==> src/hdl/ppl_pkg.sv <==
`timescale 1ns / 1ps

package ppl_pkg;

	// store geometry
	localparam int POINTS_DEF = 64;
	localparam int COORD_W    = 16;
	localparam int INDEX_W    = 6;
	localparam int COUNT_W    = 7;
	localparam int SHADE_W    = 8;
	localparam int POINT_W    = 2 * COORD_W;

	// shared multiplier
	localparam int MUL_W  = 24;
	localparam int PROD_W = 2 * MUL_W;

	// configuration port
	localparam int CFG_IDX_W  = 1;
	localparam int CFG_DATA_W = 16;

	localparam logic [CFG_IDX_W-1:0] REG_MIN_DISTANCE = 1'd0;
	localparam logic [CFG_IDX_W-1:0] REG_POINT_COUNT  = 1'd1;

	localparam logic [COORD_W-1:0] MIN_DISTANCE_RST = 16'd1600;
	localparam logic [COUNT_W-1:0] POINT_COUNT_RST  = 7'd64;

	// command codes
	localparam logic CMD_LOAD = 1'b0;
	localparam logic CMD_ROW  = 1'b1;

	// row sequencer
	typedef enum logic [3:0] {
		S_IDLE,
		S_RDA,
		S_M2,
		S_FETCH,
		S_DX,
		S_DY,
		S_CMP,
		S_RHS,
		S_SM1,
		S_SM2,
		S_SM3,
		S_PUSH,
		S_FIN
	} state_t;

endpackage

==> src/hdl/ppl_req_if.sv <==
`timescale 1ns / 1ps

interface ppl_req_if;
	logic                         valid;
	logic                         ready;
	logic                         command;
	logic [ppl_pkg::INDEX_W-1:0]  index;
	logic [ppl_pkg::COORD_W-1:0]  pos_x;
	logic [ppl_pkg::COORD_W-1:0]  pos_y;

	modport source (output valid, command, index, pos_x, pos_y, input ready);
	modport sink (input valid, command, index, pos_x, pos_y, output ready);
endinterface

==> src/hdl/ppl_rsp_if.sv <==
`timescale 1ns / 1ps

interface ppl_rsp_if;
	logic                         valid;
	logic                         ready;
	logic                         found;
	logic [ppl_pkg::COORD_W-1:0]  start_x;
	logic [ppl_pkg::COORD_W-1:0]  start_y;
	logic [ppl_pkg::COORD_W-1:0]  end_x;
	logic [ppl_pkg::COORD_W-1:0]  end_y;
	logic [ppl_pkg::SHADE_W-1:0]  shade;
	logic                         last;

	modport source (output valid, found, start_x, start_y, end_x, end_y, shade, last,
		input ready);
	modport sink (input valid, found, start_x, start_y, end_x, end_y, shade, last,
		output ready);
endinterface

==> src/hdl/ppl_cfg_if.sv <==
`timescale 1ns / 1ps

interface ppl_cfg_if;
	logic                            valid;
	logic                            ready;
	logic [ppl_pkg::CFG_IDX_W-1:0]   index;
	logic [ppl_pkg::CFG_DATA_W-1:0]  data;

	modport source (output valid, index, data, input ready);
	modport sink (input valid, index, data, output ready);
endinterface

==> src/hdl/ppl_ram.sv <==
`timescale 1ns / 1ps

// single write port, single registered read port
module ppl_ram #(
	parameter int WIDTH = 32,
	parameter int DEPTH = 64
) (
	input  logic                     clk,
	input  logic                     we,
	input  logic [$clog2(DEPTH)-1:0] waddr,
	input  logic [WIDTH-1:0]         wdata,
	input  logic [$clog2(DEPTH)-1:0] raddr,
	output logic [WIDTH-1:0]         rdata
);

	logic [WIDTH-1:0] mem [DEPTH];

	always_ff @(posedge clk) begin
		if (we) begin
			mem[waddr] <= wdata;
		end
		rdata <= mem[raddr];
	end

endmodule

==> src/hdl/point_pair_proximity_lines.sv <==
`timescale 1ns / 1ps

// Fixed-radius neighbor pair search over a small point store.
// req channel: command LOAD writes (pos_x, pos_y) into slot index and
// gives no result; loads to slots at or past POINTS are dropped. Command ROW walks
// partners j = index+1 .. count-1 (count = min(point_count, POINTS)) and sends one
// rsp beat per pair closer than min_distance, carrying both endpoints and
// shade = floor(255*d/min_distance); the final beat of a row has last=1, and a row
// without pairs gives a single beat with found=0, last=1 and zero payload.
// cfg channel: always ready; index 0 = min_distance, 1 = point_count. Write it only
// while no row is in progress.
// Timing: req.ready is high only in idle. A row's length is set by the single
// shared 24x24 multiplier: each partner needs dx^2 and dy^2 from it, and each
// pair runs an 8-step bit search for the shade, through SM1, SM2 and SM3 per bit.
// Results are held one deep internally so last can be set on the final pair; a
// stalled rsp receiver stalls the sequencer at the next result, nothing is lost.
// Reset clears the sequencer, empties the output register and loads the register
// defaults (1600, 64). The point store keeps no reset; unloaded slots read garbage.
module point_pair_proximity_lines #(
	parameter int POINTS = ppl_pkg::POINTS_DEF
) (
	input  logic      clk,
	input  logic      arst_n,
	ppl_req_if.sink   req,
	ppl_rsp_if.source rsp,
	ppl_cfg_if.sink   cfg
);

	localparam int AW = $clog2(POINTS);
	localparam logic [ppl_pkg::COUNT_W-1:0] POINTS_V = ppl_pkg::COUNT_W'(POINTS);

	localparam int CW = ppl_pkg::COORD_W;
	localparam int MW = ppl_pkg::MUL_W;
	localparam int PW = ppl_pkg::PROD_W;
	localparam int SW = ppl_pkg::SHADE_W;
	localparam int NW = ppl_pkg::COUNT_W;

	ppl_pkg::state_t state_q, state_n;

	// configuration
	logic [CW-1:0] min_distance_q;
	logic [NW-1:0] point_count_q;
	logic [NW-1:0] cnt;

	// control
	logic          out_valid_q;
	logic          pend_valid_q;
	logic          out_free;
	logic          out_load;
	logic          out_from_pend;
	logic          pend_load;
	logic          j_step;

	// datapath
	logic [NW-1:0]   j_q;
	logic [NW-1:0]   j_next;
	logic [CW-1:0]   ax_q, ay_q, bx_q, by_q, dy_q;
	logic [CW-1:0]   dx, dy;
	logic [31:0]     m2_q;
	logic [32:0]     d2_q;
	logic [32:0]     d2_sum;
	logic [PW-1:0]   rhs_q;
	logic [PW-1:0]   prod_q;
	logic [MW-1:0]   mul_a, mul_b;
	logic [SW-1:0]   v_q, bit_q, v_new, shade_q;
	logic [CW-1:0]   pend_x_q, pend_y_q;
	logic [SW-1:0]   pend_shade_q;

	// output register
	logic            out_found_q, out_last_q;
	logic [CW-1:0]   out_sx_q, out_sy_q, out_ex_q, out_ey_q;
	logic [SW-1:0]   out_shade_q;

	// point store
	logic                          st_we;
	logic [AW-1:0]                 st_raddr;
	logic [ppl_pkg::POINT_W-1:0]   st_rdata;

	logic req_fire;

	assign req_fire = req.valid && req.ready;
	assign cnt      = (point_count_q > POINTS_V) ? POINTS_V : point_count_q;
	assign out_free = !out_valid_q || rsp.ready;
	assign j_next   = NW'(j_q + 1'b1);

	assign st_we = req_fire && (req.command == ppl_pkg::CMD_LOAD)
		&& ({1'b0, req.index} < POINTS_V);

	ppl_ram #(
		.WIDTH (ppl_pkg::POINT_W),
		.DEPTH (POINTS)
	) u_store (
		.clk   (clk),
		.we    (st_we),
		.waddr (req.index[AW-1:0]),
		.wdata ({req.pos_y, req.pos_x}),
		.raddr (st_raddr),
		.rdata (st_rdata)
	);

	// distance terms and shade trial
	assign dx     = (ax_q > st_rdata[CW-1:0]) ? ax_q - st_rdata[CW-1:0]
		: st_rdata[CW-1:0] - ax_q;
	assign dy     = (ay_q > st_rdata[2*CW-1:CW]) ? ay_q - st_rdata[2*CW-1:CW]
		: st_rdata[2*CW-1:CW] - ay_q;
	assign d2_sum = d2_q + {1'b0, prod_q[31:0]};
	assign v_new  = (prod_q <= rhs_q) ? (v_q | bit_q) : v_q;

	// sequencer: next state, multiplier operands, strobes
	always_comb begin
		state_n       = state_q;
		req.ready     = 1'b0;
		st_raddr      = j_q[AW-1:0];
		mul_a         = '0;
		mul_b         = '0;
		out_load      = 1'b0;
		out_from_pend = 1'b0;
		pend_load     = 1'b0;
		j_step        = 1'b0;
		case (state_q)
			ppl_pkg::S_IDLE: begin
				req.ready = 1'b1;
				st_raddr  = req.index[AW-1:0];
				if (req.valid && req.command == ppl_pkg::CMD_ROW) begin
					state_n = ({1'b0, req.index} < cnt) ? ppl_pkg::S_RDA : ppl_pkg::S_FIN;
				end
			end
			ppl_pkg::S_RDA: begin
				mul_a   = MW'(min_distance_q);
				mul_b   = MW'(min_distance_q);
				state_n = ppl_pkg::S_M2;
			end
			ppl_pkg::S_M2: begin
				state_n = (j_q >= cnt) ? ppl_pkg::S_FIN : ppl_pkg::S_FETCH;
			end
			ppl_pkg::S_FETCH: begin
				state_n = ppl_pkg::S_DX;
			end
			ppl_pkg::S_DX: begin
				mul_a   = MW'(dx);
				mul_b   = MW'(dx);
				state_n = ppl_pkg::S_DY;
			end
			ppl_pkg::S_DY: begin
				mul_a   = MW'(dy_q);
				mul_b   = MW'(dy_q);
				state_n = ppl_pkg::S_CMP;
			end
			ppl_pkg::S_CMP: begin
				if (d2_sum < {1'b0, m2_q}) begin
					state_n = ppl_pkg::S_RHS;
				end else begin
					j_step  = 1'b1;
					state_n = (j_next >= cnt) ? ppl_pkg::S_FIN : ppl_pkg::S_FETCH;
				end
			end
			ppl_pkg::S_RHS: begin
				state_n = ppl_pkg::S_SM1;
			end
			ppl_pkg::S_SM1: begin
				mul_a   = MW'(v_q | bit_q);
				mul_b   = MW'(min_distance_q);
				state_n = ppl_pkg::S_SM2;
			end
			ppl_pkg::S_SM2: begin
				mul_a   = prod_q[MW-1:0];
				mul_b   = prod_q[MW-1:0];
				state_n = ppl_pkg::S_SM3;
			end
			ppl_pkg::S_SM3: begin
				state_n = bit_q[0] ? ppl_pkg::S_PUSH : ppl_pkg::S_SM1;
			end
			ppl_pkg::S_PUSH: begin
				// hold the newest pair; the previous one goes out as not-last
				if (!pend_valid_q || out_free) begin
					out_load      = pend_valid_q;
					out_from_pend = pend_valid_q;
					pend_load     = 1'b1;
					j_step        = 1'b1;
					state_n       = (j_next >= cnt) ? ppl_pkg::S_FIN : ppl_pkg::S_FETCH;
				end
			end
			ppl_pkg::S_FIN: begin
				if (out_free) begin
					out_load      = 1'b1;
					out_from_pend = pend_valid_q;
					state_n       = ppl_pkg::S_IDLE;
				end
			end
			default: begin
				state_n = ppl_pkg::S_IDLE;
			end
		endcase
	end

	// control registers
	always_ff @(posedge clk or negedge arst_n) begin
		if (!arst_n) begin
			state_q        <= ppl_pkg::S_IDLE;
			out_valid_q    <= 1'b0;
			pend_valid_q   <= 1'b0;
			min_distance_q <= ppl_pkg::MIN_DISTANCE_RST;
			point_count_q  <= ppl_pkg::POINT_COUNT_RST;
		end else begin
			state_q <= state_n;
			if (out_load) begin
				out_valid_q <= 1'b1;
			end else if (rsp.ready) begin
				out_valid_q <= 1'b0;
			end
			if (pend_load) begin
				pend_valid_q <= 1'b1;
			end else if (state_q == ppl_pkg::S_FIN && out_free) begin
				pend_valid_q <= 1'b0;
			end
			if (cfg.valid && cfg.ready) begin
				case (cfg.index)
					ppl_pkg::REG_MIN_DISTANCE: min_distance_q <= cfg.data;
					ppl_pkg::REG_POINT_COUNT:  point_count_q  <= cfg.data[NW-1:0];
					default: ;
				endcase
			end
		end
	end

	// datapath registers
	always_ff @(posedge clk) begin
		prod_q <= mul_a * mul_b;
		if (req_fire) begin
			j_q <= NW'({1'b0, req.index} + 1'b1);
		end else if (j_step) begin
			j_q <= j_next;
		end
		case (state_q)
			ppl_pkg::S_RDA: begin
				ax_q <= st_rdata[CW-1:0];
				ay_q <= st_rdata[2*CW-1:CW];
			end
			ppl_pkg::S_M2: begin
				m2_q <= prod_q[31:0];
			end
			ppl_pkg::S_DX: begin
				bx_q <= st_rdata[CW-1:0];
				by_q <= st_rdata[2*CW-1:CW];
				dy_q <= dy;
			end
			ppl_pkg::S_DY: begin
				d2_q <= {1'b0, prod_q[31:0]};
			end
			ppl_pkg::S_CMP: begin
				d2_q  <= d2_sum;
				v_q   <= '0;
				bit_q <= {1'b1, {(SW-1){1'b0}}};
			end
			ppl_pkg::S_RHS: begin
				// 65025 * d2 = d2 * (2^16 - 2^9 + 1)
				rhs_q <= {d2_q[31:0], 16'b0} - PW'({d2_q[31:0], 9'b0}) + PW'(d2_q[31:0]);
			end
			ppl_pkg::S_SM3: begin
				v_q     <= v_new;
				bit_q   <= bit_q >> 1;
				shade_q <= v_new;
			end
			default: ;
		endcase
		if (pend_load) begin
			pend_x_q     <= bx_q;
			pend_y_q     <= by_q;
			pend_shade_q <= shade_q;
		end
		if (out_load) begin
			out_found_q <= out_from_pend;
			out_last_q  <= (state_q == ppl_pkg::S_FIN);
			out_sx_q    <= out_from_pend ? ax_q : '0;
			out_sy_q    <= out_from_pend ? ay_q : '0;
			out_ex_q    <= out_from_pend ? pend_x_q : '0;
			out_ey_q    <= out_from_pend ? pend_y_q : '0;
			out_shade_q <= out_from_pend ? pend_shade_q : '0;
		end
	end

	assign cfg.ready   = 1'b1;
	assign rsp.valid   = out_valid_q;
	assign rsp.found   = out_found_q;
	assign rsp.start_x = out_sx_q;
	assign rsp.start_y = out_sy_q;
	assign rsp.end_x   = out_ex_q;
	assign rsp.end_y   = out_ey_q;
	assign rsp.shade   = out_shade_q;
	assign rsp.last    = out_last_q;

endmodule

==> src/flat_wrapper.sv <==
// flat-port wrapper written by rule: the top's interface ports become plain ports
module point_pair_proximity_lines_flat 
#(
	parameter int POINTS = ppl_pkg::POINTS_DEF
)
  (clk, arst_n, req_valid, req_command, req_index, req_pos_x, req_pos_y, req_ready, rsp_valid, rsp_found, rsp_start_x, rsp_start_y, rsp_end_x, rsp_end_y, rsp_shade, rsp_last, rsp_ready, cfg_valid, cfg_index, cfg_data, cfg_ready);
  ppl_req_if req_i ();
  ppl_rsp_if rsp_i ();
  ppl_cfg_if cfg_i ();
  input  logic clk;
  input  logic arst_n;
  input wire logic [$bits(req_i.valid)-1:0] req_valid;
  input wire logic [$bits(req_i.command)-1:0] req_command;
  input wire logic [$bits(req_i.index)-1:0] req_index;
  input wire logic [$bits(req_i.pos_x)-1:0] req_pos_x;
  input wire logic [$bits(req_i.pos_y)-1:0] req_pos_y;
  output wire logic [$bits(req_i.ready)-1:0] req_ready;
  output wire logic [$bits(rsp_i.valid)-1:0] rsp_valid;
  output wire logic [$bits(rsp_i.found)-1:0] rsp_found;
  output wire logic [$bits(rsp_i.start_x)-1:0] rsp_start_x;
  output wire logic [$bits(rsp_i.start_y)-1:0] rsp_start_y;
  output wire logic [$bits(rsp_i.end_x)-1:0] rsp_end_x;
  output wire logic [$bits(rsp_i.end_y)-1:0] rsp_end_y;
  output wire logic [$bits(rsp_i.shade)-1:0] rsp_shade;
  output wire logic [$bits(rsp_i.last)-1:0] rsp_last;
  input wire logic [$bits(rsp_i.ready)-1:0] rsp_ready;
  input wire logic [$bits(cfg_i.valid)-1:0] cfg_valid;
  input wire logic [$bits(cfg_i.index)-1:0] cfg_index;
  input wire logic [$bits(cfg_i.data)-1:0] cfg_data;
  output wire logic [$bits(cfg_i.ready)-1:0] cfg_ready;
  assign req_i.valid = req_valid;
  assign req_i.command = req_command;
  assign req_i.index = req_index;
  assign req_i.pos_x = req_pos_x;
  assign req_i.pos_y = req_pos_y;
  assign req_ready = req_i.ready;
  assign rsp_valid = rsp_i.valid;
  assign rsp_found = rsp_i.found;
  assign rsp_start_x = rsp_i.start_x;
  assign rsp_start_y = rsp_i.start_y;
  assign rsp_end_x = rsp_i.end_x;
  assign rsp_end_y = rsp_i.end_y;
  assign rsp_shade = rsp_i.shade;
  assign rsp_last = rsp_i.last;
  assign rsp_i.ready = rsp_ready;
  assign cfg_i.valid = cfg_valid;
  assign cfg_i.index = cfg_index;
  assign cfg_i.data = cfg_data;
  assign cfg_ready = cfg_i.ready;
  point_pair_proximity_lines #(.POINTS(POINTS)) u_core (.clk(clk), .arst_n(arst_n), .req(req_i), .rsp(rsp_i), .cfg(cfg_i));
endmodule
==> config.mk <==
export PLATFORM = sky130hd
export DESIGN_NAME = point_pair_proximity_lines_flat
export DESIGN_NICKNAME = d
export VERILOG_FILES = /design/src/hdl/ppl_pkg.sv /design/src/hdl/ppl_req_if.sv /design/src/hdl/ppl_rsp_if.sv /design/src/hdl/ppl_cfg_if.sv /design/src/hdl/ppl_ram.sv /design/src/hdl/point_pair_proximity_lines.sv /design/src/flat_wrapper.sv
export SDC_FILE = /design/constraint.sdc
export NUM_CORES = 2
export LEC_CHECK = 0
export ABC_CLOCK_PERIOD_IN_PS = 10800
export BUFFER_PORTS_ARGS = -buffer_cell sky130_fd_sc_hd__buf_4
export CAP_MARGIN = 40
export CORE_UTILIZATION = 64
export CTS_CLUSTER_DIAMETER = 200
export DETAILED_ROUTE_END_ITERATION = 12
export HOLD_SLACK_MARGIN = 0.03
export PLACE_DENSITY = 0.81
export SYNTH_ARGS = -nofsm -noshare
export SYNTH_HDL_FRONTEND = slang
export SYNTH_SLANG_ARGS = --single-unit
==> constraint.sdc <==
create_clock -name clk -period 10.8 [get_ports clk]
set_clock_uncertainty 0.05 [all_clocks]
set_input_delay 1.08 -clock clk [delete_from_list [all_inputs] [get_ports clk]]
set_output_delay 1.08 -clock clk [all_outputs]
set_load 0.03 [all_outputs]
# [Word level (Yosys, flattened, before mapping)]
# Memories as Yosys holds them, arrays and structs flattened. A register that Yosys moved wholly into a read port is not among the register bits.
# Index checks and enable logic that the tools add are counted.
[totals] ff_bits=415 latch_bits=0 ram_bits=2048 romBits=0 inputBits=61 word_cells=121 mem_count=1
[memory_table] name="u_core.u_store.mem" words=64 width=32 rd=1 rd_ports_with_merged_regs=1 wr=1 line="ppl_ram.sv:16" rtl="logic [WIDTH-1:0] mem [DEPTH];"
[op_classes] addsub=9 n_mul=1 div=0 order_cmp=8 eq_ne=15 shift=0 n_mux=37 bitwise=4 reduce_logical=18
[ops] op="24-bit one-hot mux with 5 select lines" n=1
[ops] op="24-bit one-hot mux with 4 select lines" n=1
[ops] op="33-bit one-hot mux with 2 select lines" n=1
[ops] op="16-bit subtractor" n=4
[ops] op="4-bit one-hot mux with 13 select lines" n=1
[ops] op="48-bit by 32-bit adder with 48-bit output" n=1
[ops] op="48-bit less-or-equal comparator" n=1
[ops] op="24-bit by 24-bit multiplier with 48-bit output" n=1
[ops] op="48-bit by 41-bit subtractor with 48-bit output" n=1
[ops] op="33-bit by 32-bit adder with 33-bit output" n=1
[ops] op="33-bit by 32-bit < comparator with 1-bit output" n=1
[ops] op="16-bit > comparator" n=2
[ops] op="16-bit two-way mux" n=2
[ops] op="8-bit one-hot mux with 2 select lines" n=2
[ops] op="4-bit two-way mux" n=7
[ops] op="7-bit two-way mux" n=3
[ops] op="4-bit equality test, second input constant" n=5
[ops] op="4-bit by 3-bit equality test with 1-bit output, second input constant" n=4
[ops] op="8-bit OR" n=2
[ops] op="7-bit greater-or-equal comparator" n=2
[ops] op="1-bit two-way mux" n=13
[ops] op="2-bit nonzero test" n=5
[ops] op="4-bit by 2-bit equality test with 1-bit output, second input constant" n=2
[ops] op="8-bit two-way mux" n=1
[ops] op="other kinds (17)" n=28

# [Longest topological paths before layout]
[logic_depth] ltp_word=7 ltp_mapped=42

# [Hierarchy]
# From an unflattened synthesis, not the netlist that was laid out.
[hier_totals] cells_unflattened=7812 area_unflattened_um2=121861.9
[by_module_without_submodules] mod="ppl_ram" instances=1 cells_each=3324 area_each_um2=78515.3
[by_module_without_submodules] mod="point_pair_proximity_lines" instances=1 cells_each=4488 area_each_um2=43346.6

# [Worst setup path before layout]
# OpenSTA, ideal clock, no wires.
[synth_path] path_type="flip-flop to flip-flop" from="register u_core.state_q[3]" to="register u_core.prod_q[40]" setup_time_ns=0.127 arrival_time_ns=9.522 required_ns=10.623 slack_ns=1.101 path_stages_with_launch=31 n_path_buf=3 period_less_slack_ns=9.699 path_cell_list="dfrtp_1 -> buf_2 -> nand2b_1 -> nand2b_1 -> clkinv_1 -> clkbuf_1 -> nand2_1 -> nand3_1 -> clkbuf_1 -> nand2_1 -> fa_1 -> fa_1 -> inv_1 -> fa_1 -> ha_1 -> fa_1 -> inv_1 -> fa_1 -> fa_1 -> inv_1 -> ha_1 -> or2_2 -> a2111o_1 -> a311oi_1 -> nor2_1 -> o31ai_1 -> o21ai_0 -> a21o_1 -> a21oi_1 -> o21ai_0 -> xor2_1"
[synth_between] elab_chain_len=4 word_cells_on_any_way=9
[synth_rtl] element="start: declaration" line="point_pair_proximity_lines.sv:38" rtl="ppl_pkg::state_t state_q, state_n;"
[synth_rtl] element="start signal: assignment" line="point_pair_proximity_lines.sv:199" rtl="state_q <= ppl_pkg::S_IDLE;"
[synth_rtl] element="start signal: assignment" line="point_pair_proximity_lines.sv:205" rtl="state_q <= state_n;"
[synth_rtl] element="4-bit equality test / 4-bit by 1-bit equality test with 1-bit output (equally long branches)" line="point_pair_proximity_lines.sv:120" rtl="case (state_q)"
[synth_rtl] element="2-bit OR reduction (no source line)"
[synth_rtl] element="24-bit one-hot mux with 4 select lines" line="point_pair_proximity_lines.sv:120"
[synth_rtl] element="24-bit by 24-bit multiplier with 48-bit output (*)" line="point_pair_proximity_lines.sv:228" rtl="prod_q <= mul_a * mul_b;"
[synth_rtl] element="end signal: assignment" line="point_pair_proximity_lines.sv:228"
[synth_rtl] element="end: declaration" line="point_pair_proximity_lines.sv:63" rtl="logic [PW-1:0] prod_q;"
# Mark *: on every way between the ends. The rest lies on a longest branch, timed or not.
# A chain may end at the register's enable or synchronous reset.

# [Final worst setup path]
[layout_path] from="register u_core.u_store.rdata[0], read port of u_core.u_store.mem" to="register u_core.prod_q[47]"
[layout_between] elab_chain_len=4 word_cells_on_any_way=7
[layout_rtl] element="start: declaration" line="ppl_ram.sv:13" rtl="output logic [WIDTH-1:0] rdata"
[layout_rtl] element="16-bit subtractor (tied with other cells)" line="point_pair_proximity_lines.sv:103" rtl=": st_rdata[CW-1:0] - ax_q;"
[layout_rtl] element="16-bit two-way mux (*)" line="point_pair_proximity_lines.sv:102" rtl="assign dx = (ax_q > st_rdata[CW-1:0]) ? ax_q - st_rdata[CW-1:0]"
[layout_rtl] element="24-bit one-hot mux with 5 select lines / 24-bit one-hot mux with 4 select lines (equally long branches)" line="point_pair_proximity_lines.sv:120"
[layout_rtl] element="24-bit by 24-bit multiplier with 48-bit output (*)" line="point_pair_proximity_lines.sv:228"
# Marked as above.

==> summary.md <==
The run finished with clean final reports. The tools report the source of the worst register-to-register timing path as u_core.u_store.rdata[0]. Summed over all cells, the static leakage comes to 50.01 nW.

The final critical path takes up 94.41% of the cycle. Of the post-synthesis cell area, the part taken by muxes is 10.17%. The clock input transition at the sequential cells of the worst setup and hold paths was 0.07 ns. The top fanout value on the critical path was 11; the combinational share of power was 48.0%. The run gives 159 as the floorplan row count.

The number of buffer cells added on primary ports is 136, and the total die area is 0.1922 mm2. Cells fill 71.69% of the core in the end. Entering global routing, the biggest net connects 112 pins. The number of different library cells used by synthesis comes to 76. The first TritonRoute pass finished after 6 iterations. CTS built an H-tree with a depth of 4. The net count of the finished layout is 9261. The post-route netlist has 16.79% of its cells at a drive strength greater than 1. The area of the core region is 0.1884 mm2.

The run gives 75810 as the vias after detailed routing. The worst register-to-register path has a depth of 35. The worst setup path is of the flip-flop to flip-flop kind.

For the number of cells after detailed placement, the log shows 10520. For this design the ratio of total power to cell area is 289.8 mW/mm2. The combinational family with the most area after synthesis was adder cells. Tracing the worst setup path back leads to its startpoint at u_core.u_store.rdata[0]. The worst setup path is launched from a flip-flop. Registers are responsible for 30.4% of the overall power.

Once detail routing completed, the nets flagged for antenna violations numbered 0. Buffers inserted to repair hold after CTS numbered 0. The longest clock path from root to sink contains 3 buffers. Once the floorplan was initialized, standard cells occupied 64.68% of the core. The share of the Yosys chip area taken by registers is 60.71%.

In this run, synthesis inferred 2386 flip-flops with an integrated enable. The cell repeated most along the worst path was fa_1. Half-perimeter wire length of the detailed placement result: 210200 um. The tree is rooted in a clkbuf_16. For the final setup TNS, the log shows 0 ns. For the placer congestion estimate, the log shows 0.9668. Counting every instance in the synthesized netlist gives 8020.

The run gives 0.89 ns as the clock latency on the worst-skew pair. For the finished layout, the period the worst path requires is 10.20 ns. In this run the worst hold path is classified as input port to async pin. After detailed routing, the average wire length per cell comes to 32.94 um.

The die is 438.4 um wide. Fill cells in the final layout number 10970. The average instance in the mapped netlist occupies 15.19 um2. The hold violation total from the final report was 0. The die span in y works out to 438.4 um.

When the netlist entered floorplanning its net count stood at 9014. The logs give 0 for the max-slew violation count and 77680 for the via count of the first global-routing pass. Based on the critical path, the design can be clocked at up to 98.07 MHz. Async set or reset register ratio after synthesis: 1.162%. The synthesized design contains 2495 register bits.

The net switching power of the design is 16.03 mW. The switching share of total power works out to 40.95%. For the worst setup path, the data required time is 11.45 ns. The capturing element type of the critical path was a flip-flop. The most used flip-flop cell after synthesis was edfxtp_1. TritonCTS built the clock tree.

Setup repair after global routing left no endpoint under its margin. At the pin with the least slew margin, the transition time is 1.036 ns. The first global-routing pass estimated 521800 um of wire.

The run gives 0.3615 mV as the worst ir drop on vdd. The adder-cell share of the synthesized area came out at 12.68%. End of the worst register-to-register path: u_core.prod_q[47]. Data on the critical path arrives at its endpoint at 10.85 ns. After detailed routing, the number of remaining DRC violations is 0.

Number of buffers inserted during clock tree synthesis: 233. The number of failing setup endpoints in the final timing report is 0, and the power share of the clock group is 21.6%. The share of synthesized cell area in and, or, nand and nor gates was 6.150%; the critical path's largest stage delay was 0.59 ns.

The cell with the biggest individual delay on the critical path was fa_1. The area growth from synthesis to layout is 10.84%. Dividing the detail-routed via count by the number of cells gives 6.906.

Wires add up to 361600 um. The cell internal power dissipation came out at 23.12 mW. Of the total synthesized cell area, the portion taken by XOR and XNOR cells is 1.049%.

The remaining global-route overflow is 0, and the number of sinks on the clock net is 2495. For flop-to-flop paths, the worst setup slack is 0.60 ns. Number of cells in the finished layout apart from fillers: 10980.

Summing the areas of all compound-gate instances in the mapped netlist gives 5.319% of the synthesized area. For the number of warnings issued by yosys, the log shows 0. Number of DRC markers after the initial detailed-route iteration: 10370.

The cell area after technology mapping is 0.1219 mm2, and the relative slew slack is 30.41%. The overall global routing resource usage was 37.95%; the number of antenna violations at the first check in global routing was 27. Max-cap violations in this run came to 0.

Boundary pin count: 138.
## sequential cells by signal, indices dropped and copies added, names as in the netlist, 16 cells and up
name and flops:
u_core.m2_q 32, u_core.ax_q 16, u_core.rsp.start_x 16, u_core.u_store.rdata 32
u_core.prod_q 48, u_core.rhs_q 48, u_core.ay_q 16, u_core.pend_y_q 16
u_core.pend_x_q 16, u_core.u_store.mem 2048, u_core.rsp.end_x 16, u_core.d2_q 33
u_core.rsp.end_y 16, u_core.min_distance_q 16, u_core.dy_q 16, u_core.by_q 16
u_core.rsp.start_y 16, u_core.bx_q 16
## logic make-up after synthesis
kind of cell / after synthesis
multiplexers: 591
flip-flops: 2495
AO/OA/AOI/OAI: 964
other: 1
buffers and inverters: 1245
XOR/XNOR: 146
AND/OR/NAND/NOR: 1645
adder cells (fa/ha/maj): 933
## layer usage
layer,wire length [um],GRT usage [%],vias to the layer above
met3,42750,9.225,1517
met2,172700,60.80,6364
met1,120600,47.25,37940
met4,25350,22.65,32
met5,202,0,-
li1,-,-,29960
## power groups by stage
stage                     clock [mW]  sequential (mW)  combinational, mW
final                           8.46             11.9               18.8
after global routing            8.80             11.9               20.2
after CTS                       8.46             11.9               18.5
after detailed placement           0             12.1               18.0
after global placement             0             12.1               17.6
after floorplan                    0             11.8               12.1
## repair_timing
action	4_1_cts	5_1_grt
buffers inserted	0	3
gates resized for setup	0	17
setup endpoints to repair	0	14
## final cells by class
| type | count | area, um2 | share of cell area [%] |
|---|---|---|---|
| well taps | 2495 | 3122 | 2.311 |
| repair buffers | 372 | 3050 | 2.258 |
| clock buffers | 293 | 6241 | 4.621 |
| flip-flops and latches | 2495 | 73980 | 54.77 |
| multi-input cells | 4280 | 43800 | 32.43 |
| clock inverters | 146 | 1519 | 1.125 |
| diodes | 12 | 30.03 | 0.02223 |
| inverters | 885 | 3326 | 2.462 |
## through the flow
| stage | worst slack, ns | area (um2) | hold WS, ns | power, mW |
|---|---|---|---|---|
| floorplan | 1.101 | 121900 | 0.3503 | 23.97 |
| CTS | 0.1580 | 134900 | 0.05159 | 38.86 |
| detailed placement | 0.2477 | 127200 | 0.3545 | 30.08 |
| global route | 0.09467 | 135100 | 0.07815 | 40.96 |
| finish | 0.6036 | 135100 | 0.07819 | 39.14 |
| global placement | 0.4306 | 126900 | 0.3511 | 29.71 |
## cell usage in the layout, fill, tap and decap left out, types with 40 or more instances in the layout
| master | netlist | routed |
|---|---|---|
| clkinv_2 | 0 | 52 |
| xor2_1 | 49 | 49 |
| ha_1 | 430 | 430 |
| nand3_1 | 69 | 67 |
| a31oi_1 | 61 | 61 |
| nor3_1 | 51 | 49 |
| and2_1 | 225 | 225 |
| mux4_2 | 512 | 512 |
| a21oi_1 | 261 | 257 |
| and3_1 | 65 | 65 |
| nor2_1 | 275 | 209 |
| a211oi_1 | 123 | 123 |
| clkbuf_1 | 245 | 46 |
| fa_1 | 503 | 503 |
| nand2_1 | 804 | 804 |
| buf_4 | 3 | 336 |
| nor2_4 | 0 | 64 |
| edfxtp_1 | 2386 | 2386 |
| mux2_2 | 56 | 54 |
| inv_1 | 880 | 879 |
| dfxtp_1 | 80 | 80 |
| a21o_1 | 134 | 133 |
| xnor2_1 | 97 | 97 |
| clkbuf_16 | 0 | 237 |
| nand2b_1 | 41 | 40 |
| o21ai_0 | 114 | 113 |
| a311oi_1 | 99 | 99 |
## synthesized netlist by cell type (all sizes together), types with 15 or more instances
cell type / number / area share [%]
ha: 430 / 4.4
nand3: 69 / 0.28
fa: 503 / 8.3
edfxtp: 2386 / 59
nor2: 275 / 0.85
nand2: 804 / 2.5
or2: 15 / 0.077
a31oi: 61 / 0.31
o21ai: 114 / 0.47
dfxtp: 80 / 1.3
and2: 225 / 1.2
clkbuf: 246 / 0.76
a21o: 134 / 0.83
mux2i: 23 / 0.19
mux2: 56 / 0.52
and3: 65 / 0.33
dfrtp: 25 / 0.51
a311oi: 99 / 0.71
a211oi: 123 / 0.76
nand2b: 41 / 0.21
nor2b: 35 / 0.18
o21bai: 22 / 0.14
o21a: 22 / 0.14
a221oi: 15 / 0.12
nor3: 51 / 0.21
buf: 114 / 0.44
xor2: 49 / 0.35
inv: 880 / 2.7
xnor2: 97 / 0.70
o211ai: 15 / 0.092
nand4: 34 / 0.17
mux4: 512 / 9.5
a21oi: 262 / 1.1
## worst max-delay path: cells and delay by family, from the launching register on
family	cells	cell delay, ns
DFF	1	0.34
and+or+nand+nor	5	1.44
AOI/OAI and AO/OA	9	2.33
xor gates and xnor gates	1	0.16
buffers and inverters	10	1.10
adders and majority gates	10	4.57
## worst max-delay path by stage
stage,depth (start not counted),end,slack [ns]
after floorplan,30,u_core.prod_q[40],1.10
after global placement,37,u_core.prod_q[47],0.43
after detailed placement,37,u_core.prod_q[47],0.25
after CTS,38,u_core.prod_q[47],0.16
after global routing,38,u_core.prod_q[47],0.09
final,35,u_core.prod_q[47],0.60
(Power assumes the default switching activity.)
